===== src/hdl/rtac_pkg.sv =====
// Shared types, constants and helpers for the radix-to-ASCII converter.
// Used by every module of the block; depends on nothing else.

package rtac_pkg;

    // Value width default and the fixed widths of the payload fields.
    localparam int VALUE_WIDTH_DEF = 32;
    localparam int NUMBER_W        = 32;
    localparam int RADIX_W         = 6;
    localparam int CHAR_W          = 8;

    // Command queue depth between front and back (power of two).
    localparam int CMD_DEPTH = 2;

    // Quotient bits resolved by the divider in one cycle.
    localparam int BITS_PER_CYCLE = 4;

    // Radix register reset value and legal range.
    localparam logic [RADIX_W-1:0] RADIX_RESET = 6'd10;
    localparam logic [RADIX_W-1:0] RADIX_MIN   = 6'd2;
    localparam logic [RADIX_W-1:0] RADIX_MAX   = 6'd36;

    // Character codes.
    localparam logic [CHAR_W-1:0] CHAR_ERROR   = 8'h00;
    localparam logic [CHAR_W-1:0] CHAR_ZERO    = 8'h30;
    localparam logic [CHAR_W-1:0] CHAR_LOWER_A = 8'h61;
    localparam logic [RADIX_W-1:0] DEC_DIGITS  = 6'd10;

    // Control part of one queued command.
    typedef struct packed {
        logic               bad;
        logic [RADIX_W-1:0] radix;
    } t_cmd_ctrl;

    // Back-end sequencer states.
    typedef enum logic [2:0] {
        S_IDLE,
        S_DIV,
        S_READ,
        S_SEND,
        S_ERR
    } t_back_state;

    // Map a digit value (below 36) to its ASCII character.
    function automatic logic [CHAR_W-1:0] digit_char(input logic [RADIX_W-1:0] d);
        logic [CHAR_W-1:0] c;
        if (d < DEC_DIGITS) begin
            c = CHAR_ZERO + CHAR_W'(d);
        end else begin
            c = CHAR_LOWER_A + CHAR_W'(d - DEC_DIGITS);
        end
        return c;
    endfunction

endpackage


===== src/hdl/rtac_cmd_fifo.sv =====
// Short command queue between the front and the back of the converter.
// Depends on rtac_pkg for the default depth; width set by parameter.

module rtac_cmd_fifo
    import rtac_pkg::*;
#(
    parameter int WIDTH = 39,
    parameter int DEPTH = CMD_DEPTH
) (
    input  logic             i_clk,
    input  logic             i_rst_n,
    input  logic             i_push,
    input  logic [WIDTH-1:0] i_data,
    output logic             o_full,
    input  logic             i_pop,
    output logic [WIDTH-1:0] o_data,
    output logic             o_empty
);

    localparam int AW = (DEPTH > 1) ? $clog2(DEPTH) : 1;
    localparam int CW = $clog2(DEPTH + 1);

    logic [WIDTH-1:0] r_mem [DEPTH];
    logic [AW-1:0]    r_wr_ptr;
    logic [AW-1:0]    r_rd_ptr;
    logic [CW-1:0]    r_count;

    assign o_full  = (r_count == CW'(DEPTH));
    assign o_empty = (r_count == '0);
    assign o_data  = r_mem[r_rd_ptr];

    // Pointers and fill count; depth is a power of two so pointers wrap naturally.
    always_ff @(posedge i_clk) begin
        if (!i_rst_n) begin
            r_wr_ptr <= '0;
            r_rd_ptr <= '0;
            r_count  <= '0;
        end else begin
            if (i_push) begin
                r_wr_ptr <= r_wr_ptr + AW'(1);
            end
            if (i_pop) begin
                r_rd_ptr <= r_rd_ptr + AW'(1);
            end
            if (i_push && !i_pop) begin
                r_count <= r_count + CW'(1);
            end else if (i_pop && !i_push) begin
                r_count <= r_count - CW'(1);
            end
        end
    end

    // Storage.
    always_ff @(posedge i_clk) begin
        if (i_push) begin
            r_mem[r_wr_ptr] <= i_data;
        end
    end

`ifndef NO_ASSERTIONS
    a_no_overflow: assert property (@(posedge i_clk) disable iff (!i_rst_n)
        i_push |-> (!o_full || i_pop))
        else $error("command queue written while full");
    a_no_underflow: assert property (@(posedge i_clk) disable iff (!i_rst_n)
        i_pop |-> !o_empty)
        else $error("command queue read while empty");
    a_count_range: assert property (@(posedge i_clk) disable iff (!i_rst_n)
        r_count <= CW'(DEPTH))
        else $error("command queue count out of range");
`endif

endmodule


===== src/hdl/rtac_front.sv =====
// Front end: holds the radix register, accepts values and classifies them.
// Depends on rtac_pkg for widths, radix limits and the command struct.

module rtac_front
    import rtac_pkg::*;
#(
    parameter int VALUE_WIDTH = VALUE_WIDTH_DEF
) (
    input  logic                   i_clk,
    input  logic                   i_rst_n,
    input  logic                   i_cfg_valid,
    output logic                   o_cfg_ready,
    input  logic [RADIX_W-1:0]     i_cfg_radix,
    input  logic                   i_valid,
    output logic                   o_ready,
    input  logic [NUMBER_W-1:0]    i_number,
    output logic                   o_push,
    output t_cmd_ctrl              o_ctrl,
    output logic [VALUE_WIDTH-1:0] o_value,
    input  logic                   i_full
);

    logic [RADIX_W-1:0] r_radix;

    // Radix register; writes are always taken.
    assign o_cfg_ready = 1'b1;

    always_ff @(posedge i_clk) begin
        if (!i_rst_n) begin
            r_radix <= RADIX_RESET;
        end else if (i_cfg_valid) begin
            r_radix <= i_cfg_radix;
        end
    end

    // Accept a word whenever the queue has room and tag it with the current base.
    assign o_ready      = !i_full;
    assign o_push       = i_valid && !i_full;
    assign o_ctrl.bad   = (r_radix < RADIX_MIN) || (r_radix > RADIX_MAX);
    assign o_ctrl.radix = r_radix;
    assign o_value      = VALUE_WIDTH'(i_number);

endmodule


===== src/hdl/rtac_back.sv =====
// Back end: iterative divider, digit stack and output register.
// Depends on rtac_pkg for the command struct, state enum and digit mapping.

module rtac_back
    import rtac_pkg::*;
#(
    parameter int VALUE_WIDTH = VALUE_WIDTH_DEF
) (
    input  logic                   i_clk,
    input  logic                   i_rst_n,
    input  logic                   i_empty,
    input  t_cmd_ctrl              i_ctrl,
    input  logic [VALUE_WIDTH-1:0] i_value,
    output logic                   o_pop,
    output logic                   o_valid,
    input  logic                   i_ready,
    output logic [CHAR_W-1:0]      o_character,
    output logic                   o_last,
    output logic                   o_bad_radix
);

    localparam int DIV_CYCLES = (VALUE_WIDTH + BITS_PER_CYCLE - 1) / BITS_PER_CYCLE;
    localparam int PAD_W      = DIV_CYCLES * BITS_PER_CYCLE;
    localparam int STEP_W     = (DIV_CYCLES > 1) ? $clog2(DIV_CYCLES) : 1;
    localparam int DIG_AW     = $clog2(VALUE_WIDTH);

    t_back_state r_state, n_state;

    logic [RADIX_W-1:0] r_radix, n_radix;
    logic [RADIX_W-1:0] r_rem, n_rem;
    logic [PAD_W-1:0]   r_dvd, n_dvd;
    logic [STEP_W-1:0]  r_step, n_step;
    logic [DIG_AW-1:0]  r_ptr, n_ptr;

    logic               r_out_valid, n_out_valid;
    logic [CHAR_W-1:0]  r_out_char, n_out_char;
    logic               r_out_last, n_out_last;
    logic               r_out_bad, n_out_bad;

    logic [CHAR_W-1:0]  r_stack [VALUE_WIDTH];
    logic [CHAR_W-1:0]  r_rd_data;

    logic [RADIX_W-1:0] w_rem_step;
    logic [PAD_W-1:0]   w_dvd_step;
    logic [RADIX_W:0]   w_trial;
    logic               w_qbit;
    logic               w_last_step;
    logic               w_out_free;
    logic               w_push_digit;

    // Restoring division, several quotient bits per cycle; quotient shifts into the dividend.
    always_comb begin
        w_rem_step = r_rem;
        w_dvd_step = r_dvd;
        w_trial    = '0;
        w_qbit     = 1'b0;
        for (int i = 0; i < BITS_PER_CYCLE; i++) begin
            w_trial = {w_rem_step, w_dvd_step[PAD_W-1]};
            if (w_trial >= {1'b0, r_radix}) begin
                w_rem_step = RADIX_W'(w_trial - {1'b0, r_radix});
                w_qbit     = 1'b1;
            end else begin
                w_rem_step = w_trial[RADIX_W-1:0];
                w_qbit     = 1'b0;
            end
            w_dvd_step = {w_dvd_step[PAD_W-2:0], w_qbit};
        end
    end

    assign w_last_step  = (r_step == STEP_W'(DIV_CYCLES - 1));
    assign w_out_free   = !r_out_valid || i_ready;
    assign w_push_digit = (r_state == S_DIV) && w_last_step;

    // Sequencer: next state and next register values.
    always_comb begin
        n_state     = r_state;
        n_radix     = r_radix;
        n_rem       = r_rem;
        n_dvd       = r_dvd;
        n_step      = r_step;
        n_ptr       = r_ptr;
        n_out_valid = r_out_valid && !i_ready;
        n_out_char  = r_out_char;
        n_out_last  = r_out_last;
        n_out_bad   = r_out_bad;
        o_pop       = 1'b0;

        unique case (r_state)
            S_IDLE: begin
                if (!i_empty) begin
                    o_pop   = 1'b1;
                    n_radix = i_ctrl.radix;
                    n_dvd   = PAD_W'(i_value);
                    n_rem   = '0;
                    n_step  = '0;
                    n_ptr   = '0;
                    n_state = i_ctrl.bad ? S_ERR : S_DIV;
                end
            end
            S_ERR: begin
                if (w_out_free) begin
                    n_out_valid = 1'b1;
                    n_out_char  = CHAR_ERROR;
                    n_out_last  = 1'b1;
                    n_out_bad   = 1'b1;
                    n_state     = S_IDLE;
                end
            end
            S_DIV: begin
                n_rem  = w_rem_step;
                n_dvd  = w_dvd_step;
                n_step = r_step + STEP_W'(1);
                if (w_last_step) begin
                    // One digit done; the remainder restarts for the next digit.
                    n_rem  = '0;
                    n_step = '0;
                    if (w_dvd_step == '0) begin
                        n_state = S_READ;
                    end else begin
                        n_ptr = r_ptr + DIG_AW'(1);
                    end
                end
            end
            S_READ: begin
                n_state = S_SEND;
            end
            S_SEND: begin
                if (w_out_free) begin
                    n_out_valid = 1'b1;
                    n_out_char  = r_rd_data;
                    n_out_last  = (r_ptr == '0);
                    n_out_bad   = 1'b0;
                    if (r_ptr == '0) begin
                        n_state = S_IDLE;
                    end else begin
                        n_ptr   = r_ptr - DIG_AW'(1);
                        n_state = S_READ;
                    end
                end
            end
            default: begin
                n_state = S_IDLE;
            end
        endcase
    end

    // State register and control flags.
    always_ff @(posedge i_clk) begin
        if (!i_rst_n) begin
            r_state     <= S_IDLE;
            r_out_valid <= 1'b0;
            r_step      <= '0;
            r_ptr       <= '0;
        end else begin
            r_state     <= n_state;
            r_out_valid <= n_out_valid;
            r_step      <= n_step;
            r_ptr       <= n_ptr;
        end
    end

    // Datapath registers.
    always_ff @(posedge i_clk) begin
        r_radix    <= n_radix;
        r_rem      <= n_rem;
        r_dvd      <= n_dvd;
        r_out_char <= n_out_char;
        r_out_last <= n_out_last;
        r_out_bad  <= n_out_bad;
    end

    // Digit stack: least significant digit written first, read back from the top.
    always_ff @(posedge i_clk) begin
        if (w_push_digit) begin
            r_stack[r_ptr] <= digit_char(w_rem_step);
        end
        r_rd_data <= r_stack[r_ptr];
    end

    assign o_valid     = r_out_valid;
    assign o_character = r_out_char;
    assign o_last      = r_out_last;
    assign o_bad_radix = r_out_bad;

`ifndef NO_ASSERTIONS
    a_rem_below_radix: assert property (@(posedge i_clk) disable iff (!i_rst_n)
        (r_state == S_DIV) |-> (r_rem < r_radix))
        else $error("partial remainder not below radix");
    a_div_good_radix: assert property (@(posedge i_clk) disable iff (!i_rst_n)
        (r_state == S_DIV) |-> ((r_radix >= RADIX_MIN) && (r_radix <= RADIX_MAX)))
        else $error("division started with an illegal radix");
    a_error_word: assert property (@(posedge i_clk) disable iff (!i_rst_n)
        (r_out_valid && r_out_bad) |-> (r_out_last && (r_out_char == CHAR_ERROR)))
        else $error("error word is not a single zero character");
`endif

endmodule


===== src/hdl/radix_to_ascii_converter_core.sv =====
// Top level of the radix-to-ASCII converter.
// Depends on rtac_pkg, rtac_front, rtac_cmd_fifo and rtac_back.

// Usage:
// - Configuration channel (i_cfg_valid, o_cfg_ready, i_cfg_radix) writes the base;
//   it is always ready and should only be written while the block is idle.
// - Input channel (i_valid, o_ready, i_number) takes one unsigned value per word.
// - Output channel (o_valid, i_ready, o_character, o_last, o_bad_radix) gives the
//   ASCII digits most significant first; o_last marks the final character.
// - A base outside 2 to 36 gives one word with character zero, o_last and o_bad_radix.
// - A two-entry command queue decouples input acceptance from conversion.
// Conversion:
// - Each digit comes from the iterative divider, which resolves four quotient
//   bits per cycle; each character is then read from the digit stack and sent.
// Reset: synchronous, active low; the base returns to 10 and the queue empties.
// A stalled receiver holds the output word and the back end waits on it; input
// words are still taken until the two-entry queue is full.

module radix_to_ascii_converter_core
    import rtac_pkg::*;
#(
    parameter int VALUE_WIDTH = VALUE_WIDTH_DEF
) (
    input  logic                i_clk,
    input  logic                i_rst_n,
    input  logic                i_cfg_valid,
    output logic                o_cfg_ready,
    input  logic [RADIX_W-1:0]  i_cfg_radix,
    input  logic                i_valid,
    output logic                o_ready,
    input  logic [NUMBER_W-1:0] i_number,
    output logic                o_valid,
    input  logic                i_ready,
    output logic [CHAR_W-1:0]   o_character,
    output logic                o_last,
    output logic                o_bad_radix
);

    localparam int CMD_W = $bits(t_cmd_ctrl) + VALUE_WIDTH;

    logic                   w_push;
    logic                   w_pop;
    logic                   w_full;
    logic                   w_empty;
    t_cmd_ctrl              w_front_ctrl;
    logic [VALUE_WIDTH-1:0] w_front_value;
    t_cmd_ctrl              w_back_ctrl;
    logic [VALUE_WIDTH-1:0] w_back_value;
    logic [CMD_W-1:0]       w_fifo_in;
    logic [CMD_W-1:0]       w_fifo_out;

    // Front end: radix register and classification.
    rtac_front #(
        .VALUE_WIDTH (VALUE_WIDTH)
    ) u_front (
        .i_clk       (i_clk),
        .i_rst_n     (i_rst_n),
        .i_cfg_valid (i_cfg_valid),
        .o_cfg_ready (o_cfg_ready),
        .i_cfg_radix (i_cfg_radix),
        .i_valid     (i_valid),
        .o_ready     (o_ready),
        .i_number    (i_number),
        .o_push      (w_push),
        .o_ctrl      (w_front_ctrl),
        .o_value     (w_front_value),
        .i_full      (w_full)
    );

    // Command queue.
    assign w_fifo_in = {w_front_ctrl, w_front_value};

    rtac_cmd_fifo #(
        .WIDTH (CMD_W),
        .DEPTH (CMD_DEPTH)
    ) u_fifo (
        .i_clk   (i_clk),
        .i_rst_n (i_rst_n),
        .i_push  (w_push),
        .i_data  (w_fifo_in),
        .o_full  (w_full),
        .i_pop   (w_pop),
        .o_data  (w_fifo_out),
        .o_empty (w_empty)
    );

    assign w_back_ctrl  = w_fifo_out[CMD_W-1:VALUE_WIDTH];
    assign w_back_value = w_fifo_out[VALUE_WIDTH-1:0];

    // Back end: divider, digit stack and output register.
    rtac_back #(
        .VALUE_WIDTH (VALUE_WIDTH)
    ) u_back (
        .i_clk       (i_clk),
        .i_rst_n     (i_rst_n),
        .i_empty     (w_empty),
        .i_ctrl      (w_back_ctrl),
        .i_value     (w_back_value),
        .o_pop       (w_pop),
        .o_valid     (o_valid),
        .i_ready     (i_ready),
        .o_character (o_character),
        .o_last      (o_last),
        .o_bad_radix (o_bad_radix)
    );

endmodule

===== config.mk =====
export PLATFORM = sky130hd
export DESIGN_NAME = radix_to_ascii_converter_core
export DESIGN_NICKNAME = d
export VERILOG_FILES = /design/src/hdl/rtac_pkg.sv /design/src/hdl/rtac_cmd_fifo.sv /design/src/hdl/rtac_front.sv /design/src/hdl/rtac_back.sv /design/src/hdl/radix_to_ascii_converter_core.sv
export SDC_FILE = /design/constraint.sdc
export NUM_CORES = 1
export LEC_CHECK = 0
export ABC_AREA = 1
export BUFFER_PORTS_ARGS = -buffer_cell sky130_fd_sc_hd__buf_2
export CAP_MARGIN = 25
export CORE_ASPECT_RATIO = 0.5
export CORE_MARGIN = 8
export CORE_UTILIZATION = 48
export CTS_CLUSTER_SIZE = 20
export DETAILED_ROUTE_END_ITERATION = 6
export PLACE_DENSITY = 0.61
export SLEW_MARGIN = 20
export SYNTH_ARGS = -nofsm -noshare
export SYNTH_HDL_FRONTEND = slang
export SYNTH_HIERARCHICAL = 1
export SYNTH_SLANG_ARGS = --single-unit

===== constraint.sdc =====
create_clock -name i_clk -period 11.3 [get_ports i_clk]
set_input_delay 1.13 -clock i_clk [delete_from_list [all_inputs] [get_ports i_clk]]
set_output_delay 1.13 -clock i_clk [all_outputs]
set_load 0.01 [all_outputs]

==> flow_metrics.py <==
metrics = {
    "status": {
        "status": "complete, no violations",
    },
    "worst_setup_path": {
        "cpPeakStageDelay_ns": 0.60,
        "cp-start-kind": "flop",
        "reg2reg_depth": 47,
        "worstReg2RegEnd": "u_back/r_stack[19][6]",
        "critPathArrivalTime_ns": 8.54,
        "worst-setup-path-type": "flop to flop",
        "crit_path_end_kind": "flop",
        "cp_slowest_cell": "nor2_2",
        "cp_max_fo": 17,
        "r2r_start": "u_back/r_radix[1]",
        "required_ns": 11.69,
        "critical-path-top-delay-family": "simple AND/OR/NAND/NOR gates",
        "ff2ff_setup_slack_ns": 3.16,
        "path_buf_inv": 10,
    },
    "synth": {
        "ys_types": 49,
        "syn_area_um2": 17900,
        "netlist_instances": 1388,
        "syn_nets": 1469,
        "ys_top_cells_by_area": "edfxtp_1 (65%), a22oi_1 (5.4%), nand2_1 (4.7%)",
        "postSynthAreaPerCell_um2": 12.9,
        "synth_top_cell_by_area": "edfxtp_1",
        "ys_seq_area_share_pct": 68.5,
        "yosys-top-cells-count": "edfxtp_1 (388), nand2_1 (224), a22oi_1 (128)",
        "async_reset_ff_share_pct": 0,
        "ys_warn_count": 6,
        "synth.most_common_cell": "edfxtp_1",
        "yosys_most_used_dff": "edfxtp_1",
        "synth_edf_count": 388,
        "synth-seq-cells": 419,
        "synth_top_cell_area_share_pct": 65.0,
    },
    "timing": {
        "worstMarginPinSlew_ns": 0.979,
        "fin_setup_tns_ns": 0,
        "hold_viol_final": 0,
        "period_share_pct": 72.1,
        "setup_viol": 0,
        "rsz0062_at_grt": "no",
        "maxSlewHeadroom_pct": 34.5,
        "timing.final.ws_setup_ns": 3.16,
        "holdWs_ns": 0.472,
        "fin_crit_ns": 8.14,
        "skew_ns": 0.0168,
        "slew_violations": 0,
        "fmax_mhz": 123,
    },
    "min_path": {
        "holdPathEnd": "u_back/r_step[2]",
        "hold_path.startpoint": "u_back/r_step[2]",
        "hold_class": "flop to flop",
        "worstHoldPathCells": 2,
    },
    "floorplanning": {
        "die_h_um": 153,
        "start_util_pct": 48.3,
        "die_area_um2": 44100,
        "rows": 50,
        "core_area_um2": 37100,
        "io_pins": 56,
        "die_w_um": 289,
    },
    "place": {
        "io_buffers": 54,
        "hpwlAfterDp_mm": 25.5,
        "gp_congestion": 0.868,
        "place_ws_ns": 3.20,
    },
    "clock_network": {
        "numCtsBuffers": 38,
        "post_cts_resize_count": 0,
        "clockBufferDepth": 3,
        "clock-sinks": 419,
        "hold_buffers": 0,
        "cts_root_buffer": "clkbuf_16",
        "path_clk_slew_ns": 0.07,
        "htree_levels": 2,
        "post-cts-setup-buffers": 0,
        "clkLatencyLatePin_ns": 0.55,
        "cts_tree": "built",
    },
    "final_layout": {
        "antenna_cells": 0,
        "syn_to_final_growth_pct": 9.99,
        "drive_gt1_share_pct": 15.2,
        "nets": 1501,
        "n_fill_cell": 3119,
    },
    "grt": {
        "grt_pass1_vias": 10904,
        "track_usage_pct": 18.4,
        "grt.overflow.total": 0,
        "grt_pass1_wl_mm": 63.6,
        "antenna_found_initial": 0,
        "grt_max_degree": 67,
    },
    "drt": {
        "ant_nets": 0,
        "drtIter0Drc": 978,
        "vias_per_cell": 5.58,
        "num_vias": 10817,
        "routed_wl_mm": 40.6,
        "firstDrtPassIters": 5,
        "drc_errors": 0,
        "wl_per_cell_um": 20.9,
    },
    "flow_run": {
        "maxCapViolCount": 0,
    },
}
==> worst min-delay path, stage by stage (launching register included) <==
cell,delay (ns)
dfxtp_1,0.31
nand2_1,0.06
a21oi_1,0.05
==> state kept, by name, indices dropped and copies added (netlist names), named ones only <==
name                cells
u_back/r_rem            6
u_back/o_bad_radix      1
u_back/r_radix          6
u_fifo/r_rd_ptr         1
u_back/r_rd_data        8
u_back/o_last           1
u_back/o_valid          1
u_back/r_step           3
u_back/o_character      8
u_front/r_radix         6
u_back/r_stack        256
u_back/r_state          3
u_fifo/r_wr_ptr         1
u_fifo/r_mem           78
u_back/r_dvd           32
u_back/r_ptr            5
u_fifo/r_count          2
==> logic make-up (layout without fill, tap and decap cells) <==
group / count (synthesis) / in the layout / share of synthesized area [%]
AOI/OAI and AO/OA: 259 / 259 / 9.51
xor gates and xnor gates: 19 / 19 / 0.929
adders and majority gates: 38 / 38 / 2.86
buffers and inverters: 181 / 238 / 4.64
DFF: 419 / 419 / 68.5
muxes: 39 / 39 / 2.66
other: 1 / 1 / 0.0209
and+or+nand+nor: 432 / 432 / 10.9
==> layout by cell type (no fill, tap or decap), drive strengths merged <==
master    netlist  final
nand3b          4      4
dfxtp          31     31
a22oi         128    128
clkinv          0     13
xnor2           6      6
inv           101    103
nand2         236    236
edfxtp        388    388
nand4          11     11
nor4           11     11
clkbuf         38     48
o21bai          1      1
buf            42     72
a311oi          1      1
conb            1      1
a2111oi         1      1
nand3          48     48
or2            11     11
a2111o          3      3
a21o            1      1
o211ai          1      1
a21oi          90     90
clkinvlp        0      2
ha             33     33
or4             3      3
fa              5      5
xor2           13     13
nor3            9      9
nor2           99     99
o21ai          25     25
o21a            1      1
mux2           39     39
a211oi          7      7
==> worst max-delay path by stage <==
stage / from / endpoint / slack (ns) / cells after the start
floorplan: u_back/r_radix[1] / u_back/r_stack[0][1] / 3.65 / 47
global placement: u_back/r_radix[1] / u_back/r_stack[20][7] / 3.11 / 46
detailed placement: u_back/r_radix[1] / u_back/r_stack[31][6] / 3.20 / 47
CTS: u_back/r_radix[1] / u_back/r_stack[19][6] / 3.13 / 47
global route: u_back/r_radix[1] / u_back/r_stack[19][6] / 2.20 / 47
finish: u_back/r_radix[1] / u_back/r_stack[19][6] / 3.16 / 47
==> metrics by stage <==
step | std cells | util [%] | instance area (µm²)
after detailed placement | 1874 | 50.1 | 18600
after CTS | 1939 | 53.1 | 19700
after floorplan | 1388 | - | 17900
after global placement | 1870 | 49.9 | 18500
final | 1939 | 53.1 | 19700
after global routing | 1939 | 53.1 | 19700
==> final cells by class <==
type	instances	area, µm²	area share (%)
Clock buffer	48	1020	5.17
Clock inverter	17	114	0.578
Inverter	101	382	1.94
Multi-Input combinational cell	788	4880	24.7
Sequential cell	419	12300	62.3
Tap cell	494	618	3.14
Timing Repair Buffer	72	424	2.15
==> layer usage <==
layer	share of wire (%)	wire length (µm)	up-vias	track usage (%)
met1	44	18100	5355	25.0
met3	6.0	2440	58	3.25
met4	2.2	883	0	4.75
met5	0	0	-	0
met2	47	19200	305	30.2
li1	-	-	5099	-
Power is left out: the tool's default activity adds up to more than one toggle a clock period on the data nets, which glitch-free logic cannot reach.
